File: src/rtl/pctb_pkg.sv
package pctb_pkg;

	localparam int NUM_TIMERS  = 36;
	localparam int FAST_TIMERS = 21;
	localparam int FAST_EFF    = (FAST_TIMERS > NUM_TIMERS) ? NUM_TIMERS : FAST_TIMERS;
	localparam int TMR_AW      = $clog2(NUM_TIMERS);
	localparam int CNT_W       = $clog2(NUM_TIMERS + 1);

	localparam int VAL_W    = 8;
	localparam int IDX_W    = 6;
	localparam int RELOAD_W = 7;
	localparam logic [RELOAD_W-1:0] RELOAD_RST = 7'h14;

	typedef enum logic [1:0] {
		OP_TICK     = 2'd0,
		OP_WR_TIMER = 2'd1,
		OP_RD_TIMER = 2'd2,
		OP_WR_STOP  = 2'd3
	} op_t;

	typedef enum logic [1:0] {
		ST_IDLE,
		ST_SWEEP,
		ST_RDWAIT,
		ST_DONE
	} state_t;

	typedef struct packed {
		op_t                 op;
		logic [IDX_W-1:0]    idx;
		logic [VAL_W-1:0]    wval;
		logic [RELOAD_W-1:0] reload;
	} req_t;

	typedef struct packed {
		logic             valid;
		logic [VAL_W-1:0] frame_num;
		logic [VAL_W-1:0] read_value;
		logic             skipped;
		logic             slow;
	} res_t;

endpackage

File: src/rtl/pctb_ram.sv
module pctb_ram #(
	parameter int WIDTH = 8,
	parameter int DEPTH = 36
) (
	input  logic                     clk,
	input  logic                     we,
	input  logic [$clog2(DEPTH)-1:0] waddr,
	input  logic [WIDTH-1:0]         wdata,
	input  logic                     re,
	input  logic [$clog2(DEPTH)-1:0] raddr,
	output logic [WIDTH-1:0]         rdata
);

	logic [WIDTH-1:0] mem [DEPTH];

	always_ff @(posedge clk) begin
		if (we) begin
			mem[waddr] <= wdata;
		end
		if (re) begin
			rdata <= mem[raddr];
		end
	end

endmodule

File: src/rtl/pctb_seq.sv
module pctb_seq (
	input  logic          clk,
	input  logic          arst_n,
	input  logic          req_valid,
	input  pctb_pkg::req_t req,
	output logic          req_ready,
	input  logic          res_take,
	output pctb_pkg::res_t res
);
	import pctb_pkg::*;

	state_t state_q, state_d;

	logic [VAL_W-1:0]  stop_q, prescaler_q, frame_q;
	logic [VAL_W-1:0]  read_val_q;
	logic              skip_q, slow_q;
	logic [CNT_W-1:0]  cnt_q, lim_q;
	logic [TMR_AW-1:0] addr_q;
	logic              inr_q;
	logic [NUM_TIMERS-1:0] vld_q;

	logic              rd_vld_s1;
	logic [TMR_AW-1:0] rd_addr_s1;

	logic              accept, in_range, issue;
	logic              res_valid;
	logic              ram_we, ram_re;
	logic [TMR_AW-1:0] ram_waddr, ram_raddr;
	logic [VAL_W-1:0]  ram_wdata, ram_rdata, cur_val;

	logic [VAL_W-1:0]  stop_dec, pre_dec;
	logic              tick_skip, tick_slow;

	assign accept   = req_valid && req_ready;
	assign in_range = 32'(req.idx) < 32'(NUM_TIMERS);

	assign stop_dec  = (stop_q != '0) ? stop_q - 8'd1 : stop_q;
	assign tick_skip = (stop_dec != '0);
	assign pre_dec   = prescaler_q - 8'd1;
	assign tick_slow = !tick_skip && pre_dec[7];

	// next state
	always_comb begin
		state_d = state_q;
		case (state_q)
			ST_IDLE: begin
				if (accept) begin
					if (req.op == OP_TICK && !tick_skip) begin
						state_d = ST_SWEEP;
					end else if (req.op == OP_RD_TIMER) begin
						state_d = ST_RDWAIT;
					end else begin
						state_d = ST_DONE;
					end
				end
			end
			ST_SWEEP: begin
				if (cnt_q == lim_q) begin
					state_d = ST_DONE;
				end
			end
			ST_RDWAIT: state_d = ST_DONE;
			ST_DONE: begin
				if (res_take) begin
					state_d = ST_IDLE;
				end
			end
			default: state_d = ST_IDLE;
		endcase
	end

	// outputs
	always_comb begin
		req_ready = 1'b0;
		issue     = 1'b0;
		res_valid = 1'b0;
		case (state_q)
			ST_IDLE:   req_ready = 1'b1;
			ST_SWEEP:  issue     = (cnt_q != lim_q);
			ST_RDWAIT: ;
			ST_DONE:   res_valid = 1'b1;
			default:   ;
		endcase
	end

	assign res = {res_valid, frame_q, read_val_q, skip_q, slow_q};

	// memory ports
	assign cur_val = vld_q[rd_addr_s1] ? ram_rdata : '0;

	always_comb begin
		ram_we    = 1'b0;
		ram_waddr = rd_addr_s1;
		ram_wdata = (cur_val != '0) ? cur_val - 8'd1 : '0;
		if (rd_vld_s1) begin
			ram_we = 1'b1;
		end else if (accept && req.op == OP_WR_TIMER && in_range) begin
			ram_we    = 1'b1;
			ram_waddr = TMR_AW'(req.idx);
			ram_wdata = req.wval;
		end
	end

	assign ram_re    = issue || (accept && req.op == OP_RD_TIMER && in_range);
	assign ram_raddr = issue ? cnt_q[TMR_AW-1:0] : TMR_AW'(req.idx);

	pctb_ram #(
		.WIDTH(VAL_W),
		.DEPTH(NUM_TIMERS)
	) u_ram (
		.clk  (clk),
		.we   (ram_we),
		.waddr(ram_waddr),
		.wdata(ram_wdata),
		.re   (ram_re),
		.raddr(ram_raddr),
		.rdata(ram_rdata)
	);

	always_ff @(posedge clk or negedge arst_n) begin
		if (!arst_n) begin
			state_q     <= ST_IDLE;
			stop_q      <= '0;
			prescaler_q <= '0;
			frame_q     <= '0;
			vld_q       <= '0;
			rd_vld_s1   <= 1'b0;
			cnt_q       <= '0;
			lim_q       <= '0;
		end else begin
			state_q   <= state_d;
			rd_vld_s1 <= issue;
			if (issue) begin
				cnt_q <= cnt_q + CNT_W'(1);
			end
			if (ram_we) begin
				vld_q[ram_waddr] <= 1'b1;
			end
			if (accept) begin
				case (req.op)
					OP_TICK: begin
						stop_q  <= stop_dec;
						frame_q <= frame_q + 8'd1;
						cnt_q   <= '0;
						lim_q   <= tick_slow ? CNT_W'(NUM_TIMERS) : CNT_W'(FAST_EFF);
						if (!tick_skip) begin
							prescaler_q <= tick_slow ? {1'b0, req.reload} : pre_dec;
						end
					end
					OP_WR_STOP: stop_q <= req.wval;
					default:    ;
				endcase
			end
		end
	end

	// payload
	always_ff @(posedge clk) begin
		rd_addr_s1 <= cnt_q[TMR_AW-1:0];
		if (accept) begin
			addr_q     <= TMR_AW'(req.idx);
			inr_q      <= in_range;
			read_val_q <= '0;
			skip_q     <= (req.op == OP_TICK) && tick_skip;
			slow_q     <= (req.op == OP_TICK) && tick_slow;
		end
		if (state_q == ST_RDWAIT) begin
			read_val_q <= (inr_q && vld_q[addr_q]) ? ram_rdata : '0;
		end
	end

`ifndef NO_ASSERTIONS
	a_no_rw_clash: assert property (@(posedge clk) disable iff (!arst_n)
		ram_we && ram_re |-> ram_waddr != ram_raddr)
		else $error("read and write hit the same timer");
	a_cnt_bound: assert property (@(posedge clk) disable iff (!arst_n)
		state_q == ST_SWEEP |-> cnt_q <= lim_q)
		else $error("sweep counter past its limit");
	a_s1_from_sweep: assert property (@(posedge clk) disable iff (!arst_n)
		rd_vld_s1 |-> $past(state_q) == ST_SWEEP)
		else $error("write-back outside a sweep");
	a_done_after_sweep: assert property (@(posedge clk) disable iff (!arst_n)
		state_q == ST_SWEEP && cnt_q == lim_q |=> state_q == ST_DONE && !rd_vld_s1)
		else $error("sweep did not drain");
`endif

endmodule

File: src/rtl/prescaled_countdown_timer_bank.sv
// prescaled countdown timer bank
//
// input stream s_axis: one item per transfer, tuser carries the operation
// (frame tick, timer write, timer read, stop counter write), tdata the timer
// index and write value. output stream m_axis: one result per item with the
// frame counter, its zero and negative flags, the read value and the skip and
// slow-tick flags.
// cfg channel: writes the 7-bit prescaler reload, accepted in any cycle;
// change it only while the bank is idle.
// a frame tick walks the timer memory one entry per cycle through a
// read-decrement-write pipeline over N entries, N being the fast group (21)
// or, on a slow tick, the whole bank (36); a skipped tick, a write or a stop
// counter write goes straight to its result, a read waits on the memory. the
// next item is taken the cycle after the result moves to the output register.
// reset clears all timers, the prescaler, stop and frame counters at once and
// sets the reload to 20. a stalled m_axis holds its result; the bank finishes
// one more item behind it and then waits until m_axis_tready.
module prescaled_countdown_timer_bank (
	input  logic        clk,
	input  logic        arst_n,
	input  logic        s_axis_tvalid,
	output logic        s_axis_tready,
	input  logic [15:0] s_axis_tdata,  // timer_index, write_value, zero pad
	input  logic [1:0]  s_axis_tuser,  // operation
	output logic        m_axis_tvalid,
	input  logic        m_axis_tready,
	output logic [23:0] m_axis_tdata,  // frame_num, frame_zero, frame_negative,
	                                   // read_value, bank_skipped, slow_tick, zero pad
	input  logic        cfg_valid,
	output logic        cfg_ready,
	input  logic [pctb_pkg::RELOAD_W-1:0] cfg_data
);
	import pctb_pkg::*;

	logic [RELOAD_W-1:0] reload_q;
	req_t                req;
	res_t                res;
	logic                out_free;
	logic                m_vld_q;
	logic [23:0]         m_data_q;

	assign cfg_ready = 1'b1;

	always_ff @(posedge clk or negedge arst_n) begin
		if (!arst_n) begin
			reload_q <= RELOAD_RST;
		end else if (cfg_valid && cfg_ready) begin
			reload_q <= cfg_data;
		end
	end

	assign req = {op_t'(s_axis_tuser), s_axis_tdata[5:0], s_axis_tdata[13:6], reload_q};

	assign out_free = !m_vld_q || m_axis_tready;

	pctb_seq u_seq (
		.clk      (clk),
		.arst_n   (arst_n),
		.req_valid(s_axis_tvalid),
		.req      (req),
		.req_ready(s_axis_tready),
		.res_take (out_free),
		.res      (res)
	);

	always_ff @(posedge clk or negedge arst_n) begin
		if (!arst_n) begin
			m_vld_q <= 1'b0;
		end else if (out_free) begin
			m_vld_q <= res.valid;
		end
	end

	always_ff @(posedge clk) begin
		if (out_free && res.valid) begin
			m_data_q <= {4'b0, res.slow, res.skipped, res.read_value,
				res.frame_num[7], (res.frame_num == '0), res.frame_num};
		end
	end

	assign m_axis_tvalid = m_vld_q;
	assign m_axis_tdata  = m_data_q;

endmodule

File: config.mk
export PLATFORM = sky130hd
export DESIGN_NAME = prescaled_countdown_timer_bank
export DESIGN_NICKNAME = d
export VERILOG_FILES = /design/src/rtl/pctb_pkg.sv /design/src/rtl/pctb_ram.sv /design/src/rtl/pctb_seq.sv /design/src/rtl/prescaled_countdown_timer_bank.sv
export SDC_FILE = /design/constraint.sdc
export NUM_CORES = 1
export LEC_CHECK = 0
export BUFFER_PORTS_ARGS = -buffer_cell sky130_fd_sc_hd__buf_2
export CORE_ASPECT_RATIO = 0.75
export CORE_MARGIN = 3
export CORE_UTILIZATION = 56
export DETAILED_ROUTE_END_ITERATION = 8
export PLACE_DENSITY_LB_ADDON = 0.05
export REMOVE_ABC_BUFFERS = 1
export SYNTH_ARGS = -nofsm -noshare
export SYNTH_HDL_FRONTEND = slang
export SYNTH_SLANG_ARGS = --single-unit
File: constraint.sdc
create_clock -name clk -period 4 [get_ports clk]
set_clock_uncertainty 0.1 [all_clocks]
set_input_delay 1 -clock clk [delete_from_list [all_inputs] [get_ports clk]]
set_output_delay 1 -clock clk [all_outputs]
set_load 0.02 [all_outputs]
==> results of run 1 <==
-- state kept, by name, indices dropped and copies added (netlist names), 2 cells and up --
name	flops
m_axis_tdata	19
u_seq.u_ram.mem	288
u_seq.cnt_q	6
u_seq.u_ram.rdata	8
u_seq.state_q	2
u_seq.addr_q	6
u_seq.vld_q	36
u_seq.read_val_q	8
u_seq.stop_q	8
u_seq.lim_q	3
u_seq.prescaler_q	8
u_seq.frame_q	8
reload_q	7
u_seq.rd_addr_s1	6
-- final timing paths --
path / from / cells past startpoint / endpoint
min in group asynchronous: arst_n / 1 / reload_q[3]
worst max-delay path: u_seq.state_q[1] / 11 / u_seq.u_ram.rdata[7]
worst min register to register: u_seq.read_val_q[6] / 0 / m_axis_tdata[16]
max in group asynchronous: arst_n / 2 / u_seq.vld_q[23]
worst max register to register: u_seq.state_q[1] / 11 / u_seq.u_ram.rdata[7]
worst min-delay path: u_seq.read_val_q[6] / 0 / m_axis_tdata[16]
-- metal layers --
| layer | share of wire | up-vias | wire length, um |
|---|---|---|---|
| met5 | 0.00031 | - | 13 |
| met4 | 0.023 | 2 | 963 |
| met3 | 0.075 | 74 | 3180 |
| met2 | 0.44 | 334 | 18700 |
| met1 | 0.46 | 5561 | 19600 |
| li1 | - | 4979 | - |
-- cell type report --
cell class	count	area share
sequential	418	0.585
multi-input combinational	764	0.269
clock buffer	60	0.0585
timing repair buffer	140	0.0481
tap	406	0.0246
clock inverter	16	0.0116
inverter	20	0.00363
-- synthesized netlist by cell type, types with 23 or more instances --
cell type and n:
edfxtp_1 332, mux2i_1 162, nand2_1 117, dfrtp_1 78
nor2_1 76, or2_2 41, a21oi_1 39, o21ai_0 39
nand3_1 34, buf_2 25, nor3_1 24, mux2_2 23
-- report_power, final --
group	leakage (nW)	switching, W	internal (W)
Combinational	3.22	0.00455	0.00219
Sequential	4.09	0.000495	0.00714
Clock	0.711	0.00161	0.00249
Total	8.02	0.00666	0.0118
-- kinds of logic (layout without fill, tap and decap cells) --
family          after synthesis  in the layout  share of synthesized area
compound gates              148            148                     0.0514
xor+xnor                     20             20                     0.0101
fa+ha+maj                    15             15                     0.0104
buf+inv                      84            236                     0.0245
flops                       418            418                      0.672
mux                         207            207                      0.132
other cells                   2              5                   0.000417
simple gates                369            369                      0.100
-- per-stage QoR --
step / instances / power, W / setup WS, ns / hold WS (ns) / util
after global routing: 1824 / 0.0193 / 0.304 / 0.340 / 0.657
after detailed placement: 1748 / 0.0144 / 0.0788 / 0.307 / 0.611
after CTS: 1824 / 0.0185 / 0.474 / 0.321 / 0.657
after floorplan: 1202 / 0.0117 / -7.04 / 0.300 / -
final: 1824 / 0.0185 / 0.506 / 0.319 / 0.657
after global placement: 1748 / 0.0143 / 0.167 / 0.307 / 0.611
-- worst register-to-register path: stages (launching register included) --
cell and delay [ns]:
dfrtp_1 0.40, inv_1 0.11, ha_1 0.33, nand2b_1 0.09, a41oi_1 0.38, a211o_4 0.45
buf_4 0.28, mux2i_1 0.20, mux2i_1 0.09, o22ai_1 0.17, mux2i_1 0.17, a2111o_1 0.47
==> flow_summary.json, run 1 <==
{
  "place.gp.congestion": 0.963,
  "outcome": "complete, no violations",
  "nNetsFinal": 1430,
  "use_met1": 0.383,
  "die_h_um": 161,
  "syn-cell-area_sq_um": 18000,
  "synthTopCellsByArea": "edfxtp_1, dfrtp_1, mux2i_1",
  "vdd_ir_drop_max_mv": 1.35,
  "layout-drive-gt1-share": 0.219,
  "n_antenna_cell": 0,
  "crit_path_max_fanout": 19,
  "slowest_stage": "a2111o_1",
  "max_cap_violations": 0,
  "hold_path.class": "reg -> reg",
  "synth_warnings": 0,
  "hold_violations": 0,
  "ys_ff_latch": 418,
  "cts_setup_buffers": 0,
  "final_cell_mix": "edfxtp_1, mux2i_1, nand2_1",
  "crit_required_ns": 4.18,
  "finalSetupTns_ns": 0,
  "first_global_vias": 10540,
  "vias_per_cell": 6.00,
  "crit_chain": "inv_1 -> ha_1 -> nand2b_1 -> a41oi_1 -> a211o_4 -> buf_4 -> mux2i_1 -> mux2i_1 -> o22ai_1 -> mux2i_1 -> a2111o_1",
  "critPathLaunchType": "register",
  "io_pins": 57,
  "static-leakage-power_nw": 8.02,
  "core_area_sq_um": 31500,
  "dp.final_hpwl_um": 27800,
  "yosysUniqueCellTypes": 71,
  "register_area_sq_um": 12100,
  "end_kind": "register",
  "drc_errors": 0,
  "start_util": 0.572,
  "multi_input_area_sq_um": 5550,
  "cts_buffers": 41,
  "fmax_mhz": 286,
  "syn-mean-instance-area_sq_um": 14.3,
  "fp.dieArea_sq_um": 34400,
  "area_growth_pct": 14.8,
  "num_rows": 56,
  "antenna_found_initial": 2,
  "power_per_cell_area_nw_per_um2": 894,
  "synthArstFlopShare": 0.191,
  "ant_nets": 0,
  "use_met3": 0.0606,
  "clk_latency_ns": 0.54,
  "clk_pin_slew_ns": 0.06,
  "dr.pass1.iters": 5,
  "routedWlPerCell_um": 23.2,
  "critical_path_class": "reg -> reg",
  "grt_pass1_wl_um": 64000,
  "grt_start_max_net_pins": 57,
  "cts_tree": "built",
  "crit_top_cell": "mux2i_1",
  "final_common_cell": "edfxtp_1",
  "dr.first_iter.drc_count": 1054,
  "finalCritPeriodShare": 0.873,
  "io_buffers": 49,
  "yosysTopAreaCellShare": 0.554,
  "synth_top_area_cell": "edfxtp_1",
  "setup_violations": 0,
  "fill_cells": 2354,
  "slew_violations": 0,
  "cp_slowest_stage_delay_ns": 0.47,
  "cp_num_buf_inv": 2,
  "place_area_sq_um": 19200,
  "seq_area_frac_synth": 0.672,
  "grt_overflow_total": 0,
  "htreeDepth": 2,
  "vias": 10950,
  "rsz0062_at_grt": "false",
  "grt_use_met2": 0.365,
  "cts_root_buf": "clkbuf_16",
  "worstPathArrival_ns": 3.67,
  "synth_edf_count": 332,
  "finish.instance_area_sq_um": 20700,
  "min_period_ns": 3.49,
  "fp.dieW_um": 213,
  "maxSlewHeadroom": 0.228,
  "tightest_slew_ns": 1.15,
  "cts_max_path_buffers": 3,
  "routed_wl_um": 42400,
  "clock_sinks": 418,
  "ff2ff_setup_slack_ns": 0.51,
  "crit_family": "compound AO/OA/AOI/OAI gates",
  "netlist_instances": 1263,
  "grt-busiest-layer": "met1",
  "grt_use_total": 0.250,
  "synth_flop_cell": "edfxtp_1",
  "hold_buffers": 0,
  "cts_resized": 0
}
Note: power is estimated with default switching activity, not from simulation.
==> inputs of run 2 (changes only) <==
BUFFER_PORTS_ARGS = -buffer_cell sky130_fd_sc_hd__clkbuf_2   (was -buffer_cell sky130_fd_sc_hd__buf_2)
CORE_UTILIZATION = 39   (was 56)
==> run 2 against run 1 <==
- final cell count up 10%
- first-iteration DRC count down 25%
- clock-buffer cell count down 6
- global-route usage down 5.3 points
- wire length up 11%
- critical endpoint unchanged
==> flow_summary.json, run 2 (synthesis results as in run 1) <==
{
  "hold_depth": 0,
  "largest_reg_flops": 288,
  "clk_latency_ns": 0.55,
  "die_h_um": 192,
  "fp.dieArea_sq_um": 48800,
  "crit_required_ns": 4.17,
  "fmax_mhz": 282,
  "cts_setup_buffers": 0,
  "start_util": 0.399,
  "whs_endpoint": "m_axis_tdata[14]",
  "nNetsFinal": 1434,
  "slew_violations": 0,
  "fill_cells": 4041,
  "hold_path.class": "reg -> reg",
  "min_period_ns": 3.55,
  "grt_pass1_wl_um": 70600,
  "routed_wl_um": 47100,
  "cts_resized": 0,
  "finalCritPeriodShare": 0.887,
  "regMostFlops": "u_seq.u_ram.mem",
  "io_pins": 57,
  "hold_violations": 0,
  "io_buffers": 49,
  "vias_per_cell": 5.33,
  "cts_max_path_buffers": 3,
  "cts_root_buf": "clkbuf_16",
  "layout-drive-gt1-share": 0.214,
  "routedWlPerCell_um": 23.4,
  "outcome": "complete, no violations",
  "place.gp.congestion": 0.834,
  "ant_nets": 0,
  "area_growth_pct": 16.3,
  "first_global_vias": 10610,
  "ff2ff_setup_slack_ns": 0.45,
  "multi_input_area_sq_um": 5540,
  "place_area_sq_um": 19600,
  "cts_tree": "built",
  "rsz0062_at_grt": "false",
  "critical_path_class": "reg -> reg",
  "end_kind": "register",
  "power_per_cell_area_nw_per_um2": 909,
  "hold_buffers": 0,
  "setup_violations": 0,
  "grt_start_max_net_pins": 61,
  "worstPathArrival_ns": 3.72,
  "grt_overflow_total": 0,
  "fin_util": 0.465,
  "dp.final_hpwl_um": 31800,
  "ff2ff_path_depth": 11,
  "r2r_end": "u_seq.u_ram.rdata[7]",
  "finish.instance_area_sq_um": 21000,
  "vias": 10709,
  "fp.dieW_um": 254,
  "core_area_sq_um": 45100,
  "grt_use_total": 0.198,
  "clk_pin_slew_ns": 0.07,
  "drc_errors": 0,
  "maxSlewHeadroom": 0.251,
  "clock_sinks": 418,
  "register_area_sq_um": 12100,
  "vdd_ir_drop_max_mv": 0.684,
  "num_rows": 67,
  "dr.pass1.iters": 5,
  "crit_path_max_fanout": 10,
  "hp-start": "u_seq.read_val_q[4]",
  "htreeDepth": 2,
  "dr.first_iter.drc_count": 794,
  "cts_buffers": 43,
  "antenna_found_initial": 1,
  "r2r-start": "u_seq.state_q[1]",
  "final_common_cell": "edfxtp_1",
  "final_cell_mix": "edfxtp_1, mux2i_1, nand2_1",
  "static-leakage-power_nw": 8.05,
  "critPathLaunchType": "register",
  "max_cap_violations": 0,
  "tightest_slew_ns": 1.12
}
[run 2: how the worst max path moves through the flow]
stage | from | to
after floorplan | s_axis_tdata[1] | u_seq.u_ram.rdata[0]
after global placement | s_axis_tdata[3] | u_seq.u_ram.mem[0][2]
after detailed placement | s_axis_tdata[3] | u_seq.u_ram.mem[0][1]
after CTS | u_seq.state_q[1] | u_seq.u_ram.rdata[1]
after global routing | u_seq.rd_addr_s1[3] | u_seq.u_ram.mem[25][4]
final | u_seq.state_q[1] | u_seq.u_ram.rdata[7]
[run 2: through the flow]
step / total power (W) / hold WS (ns) / setup TNS (ns) / worst slack, ns / cells
6_report: 0.0191 / 0.318 / 0 / 0.453 / 2011
5_1_grt: 0.0200 / 0.324 / 0 / 0.275 / 2009
4_1_cts: 0.0193 / 0.319 / 0 / 0.463 / 2009
3_5_place_dp: 0.0153 / 0.305 / 0 / 0.135 / 1930
3_3_place_gp: 0.0152 / 0.303 / 0 / 0.131 / 1930
2_1_floorplan: 0.0117 / 0.300 / -84.10 / -7.04 / 1202
[run 2: final cells by class]
cell class / instances / share of cell area
Clock inverter: 25 / 0.00884
Clock buffer: 54 / 0.0558
Tap cell: 586 / 0.0350
Sequential cell: 418 / 0.577
Multi-Input combinational cell: 764 / 0.265
Antenna cell: 2 / 0.000239
Timing Repair Buffer: 142 / 0.0547
Inverter: 20 / 0.00358
[run 2: report_power, final]
group | total [W] | leakage [nW] | internal [W] | switching, W
Sequential | 0.00759 | 4.09 | 0.00713 | 0.000457
Combinational | 0.00758 | 3.29 | 0.00261 | 0.00497
Clock | 0.00389 | 0.663 | 0.00226 | 0.00163
[run 2: worst max-delay path: stages, from the launching register on]
cell and delay [ns]:
dfrtp_1 0.40, inv_1 0.11, ha_1 0.37, nand2b_1 0.09
a41oi_1 0.37, a211o_4 0.23, buf_4 0.25, mux2i_1 0.23
mux2i_1 0.10, mux2i_1 0.23, mux2i_1 0.27, a2111o_1 0.52
[run 2: layer usage]
metal,part of all wire,up-vias,routed length [um],track usage
li1,-,4995,-,-
met5,0,-,0,0
met4,0.017,0,785,0.0410
met1,0.49,5387,23200,0.303
met2,0.42,267,19900,0.286
met3,0.067,60,3150,0.0464
==> inputs of run 3 (changes only) <==
--- a/config.mk
+++ b/config.mk
@@ -13,3 +13,2 @@
 export PLACE_DENSITY_LB_ADDON = 0.05
-export REMOVE_ABC_BUFFERS = 1
 export SYNTH_ARGS = -nofsm -noshare
--- a/constraint.sdc
+++ b/constraint.sdc
@@ -4,2 +4,2 @@
 set_output_delay 1 -clock clk [all_outputs]
-set_load 0.02 [all_outputs]
+set_load 0.05 [all_outputs]
==> run 3 against run 2 <==
- via count down 0.18%
- die area unchanged
- sequential power about the same
- maximum frequency down 5.4%
- wire length down 2.9%
- combinational power about the same
- highest routed layer unchanged
==> flow_summary.json, run 3 (synthesis results as in run 1) <==
{
  "io_pins": 57,
  "num_rows": 67,
  "dp.final_hpwl_um": 31100,
  "first_global_vias": 10413,
  "cts_buffers": 44,
  "dr.pass1.iters": 5,
  "place_area_sq_um": 19600,
  "hold_path.class": "reg -> reg",
  "crit_top_cell": "mux2i_1",
  "rsz0062_at_grt": "false",
  "routed_wl_um": 45700,
  "antenna_found_initial": 2,
  "cp_slowest_stage_delay_ns": 0.64,
  "regMostFlops": "u_seq.u_ram.mem",
  "io_buffers": 49,
  "outcome": "complete, no violations",
  "worstPathArrival_ns": 3.89,
  "vdd_ir_drop_max_mv": 0.691,
  "layout-drive-gt1-share": 0.218,
  "final_cell_mix": "edfxtp_1, mux2i_1, nand2_1",
  "ff2ff_setup_slack_ns": 0.25,
  "htreeDepth": 2,
  "cts_root_buf": "clkbuf_16",
  "ant_nets": 0,
  "slew_violations": 0,
  "tightest_slew_ns": 1.03,
  "nNetsFinal": 1431,
  "finalCritPeriodShare": 0.937,
  "vias_per_cell": 5.33,
  "hold_buffers": 0,
  "grt_overflow_total": 0,
  "slowest_stage": "or4_1",
  "finish.instance_area_sq_um": 21000,
  "power_per_cell_area_nw_per_um2": 913,
  "largest_reg_flops": 288,
  "static-leakage-power_nw": 8.06,
  "cts_setup_buffers": 0,
  "fp.dieArea_sq_um": 48800,
  "routedWlPerCell_um": 22.8,
  "max_cap_violations": 0,
  "critical_path_class": "reg -> reg",
  "min_period_ns": 3.75,
  "cts_tree": "built",
  "final_common_cell": "edfxtp_1",
  "setup_violations": 0,
  "holdWs_ns": 0.318,
  "fp.dieW_um": 254,
  "drc_errors": 0,
  "critPathLaunchType": "register",
  "n_antenna_cell": 0,
  "start_util": 0.399,
  "crit_path_max_fanout": 21,
  "maxSlewHeadroom": 0.313,
  "fmax_mhz": 267,
  "clk_latency_ns": 0.55,
  "grt_use_total": 0.192,
  "die_h_um": 192,
  "area_growth_pct": 16.4,
  "clk_pin_slew_ns": 0.06,
  "place.gp.congestion": 0.823,
  "end_kind": "register",
  "grt_pass1_wl_um": 68800,
  "clock_sinks": 418,
  "crit_required_ns": 4.15,
  "core_area_sq_um": 45100,
  "dr.first_iter.drc_count": 794,
  "hold_violations": 0,
  "grt_start_max_net_pins": 48,
  "cts_max_path_buffers": 3,
  "cts_resized": 0,
  "crit_chain": "xnor2_1 -> nand3_1 -> o21ai_4 -> buf_12 -> buf_4 -> mux2i_1 -> mux2i_1 -> a221oi_1 -> nor3_1 -> or4_1",
  "vias": 10690
}
-- run 3: final cells by class --
class / instances / area, sq um
fill: 4015 / 24100
sequential: 418 / 12100
multi-input combinational: 764 / 5570
clock buffer: 53 / 1150
timing repair buffer: 138 / 1090
tap: 586 / 733
clock inverter: 28 / 251
inverter: 20 / 75.1
-- run 3: routing by layer --
metal,wire (um),global-route usage,vias up
li1,-,-,4977
met1,23300,0.301,5398
met2,19300,0.280,256
met3,2330,0.0333,59
met4,728,0.0346,0
met5,0,0,-
-- run 3: where the power goes --
group | internal (W) | switching, W | total, W
Combinational | 0.00251 | 0.00505 | 0.00756
Sequential | 0.00713 | 0.000459 | 0.00759
Clock | 0.00232 | 0.00167 | 0.00399
Total | 0.0120 | 0.00718 | 0.0191
-- run 3: final timing paths --
check	to	cells after the start	from
worst min register to register	m_axis_tdata[17]	0	u_seq.read_val_q[7]
worst min-delay path	m_axis_tdata[17]	0	u_seq.read_val_q[7]
worst max register to register	u_seq.u_ram.rdata[2]	10	u_seq.cnt_q[5]
worst max-delay path	u_seq.u_ram.rdata[2]	10	u_seq.cnt_q[5]
min in group asynchronous	u_seq.prescaler_q[4]	1	arst_n
max in group asynchronous	u_seq.vld_q[5]	2	arst_n
-- run 3: critical path: cells and delay by family, from the launching register on --
family,cells,cell delay [ns]
AOI/OAI and AO/OA,2,0.74
xor gates and xnor gates,1,0.34
buffers and inverters,2,0.41
DFF,1,0.49
muxes,2,0.30
and+or+nand+nor,3,1.01
-- run 3: through the flow --
step	instances	utilization	setup TNS (ns)	total power (W)	setup WS, ns
3_3_place_gp	1926	0.434	0	0.0152	0.0367
4_1_cts	2007	0.465	0	0.0193	0.210
2_1_floorplan	1266	-	-36.62	0.0118	-0.343
3_5_place_dp	1926	0.434	0	0.0153	0.0156
6_report	2007	0.465	0	0.0191	0.251
5_1_grt	2007	0.465	0	0.0202	0.00869
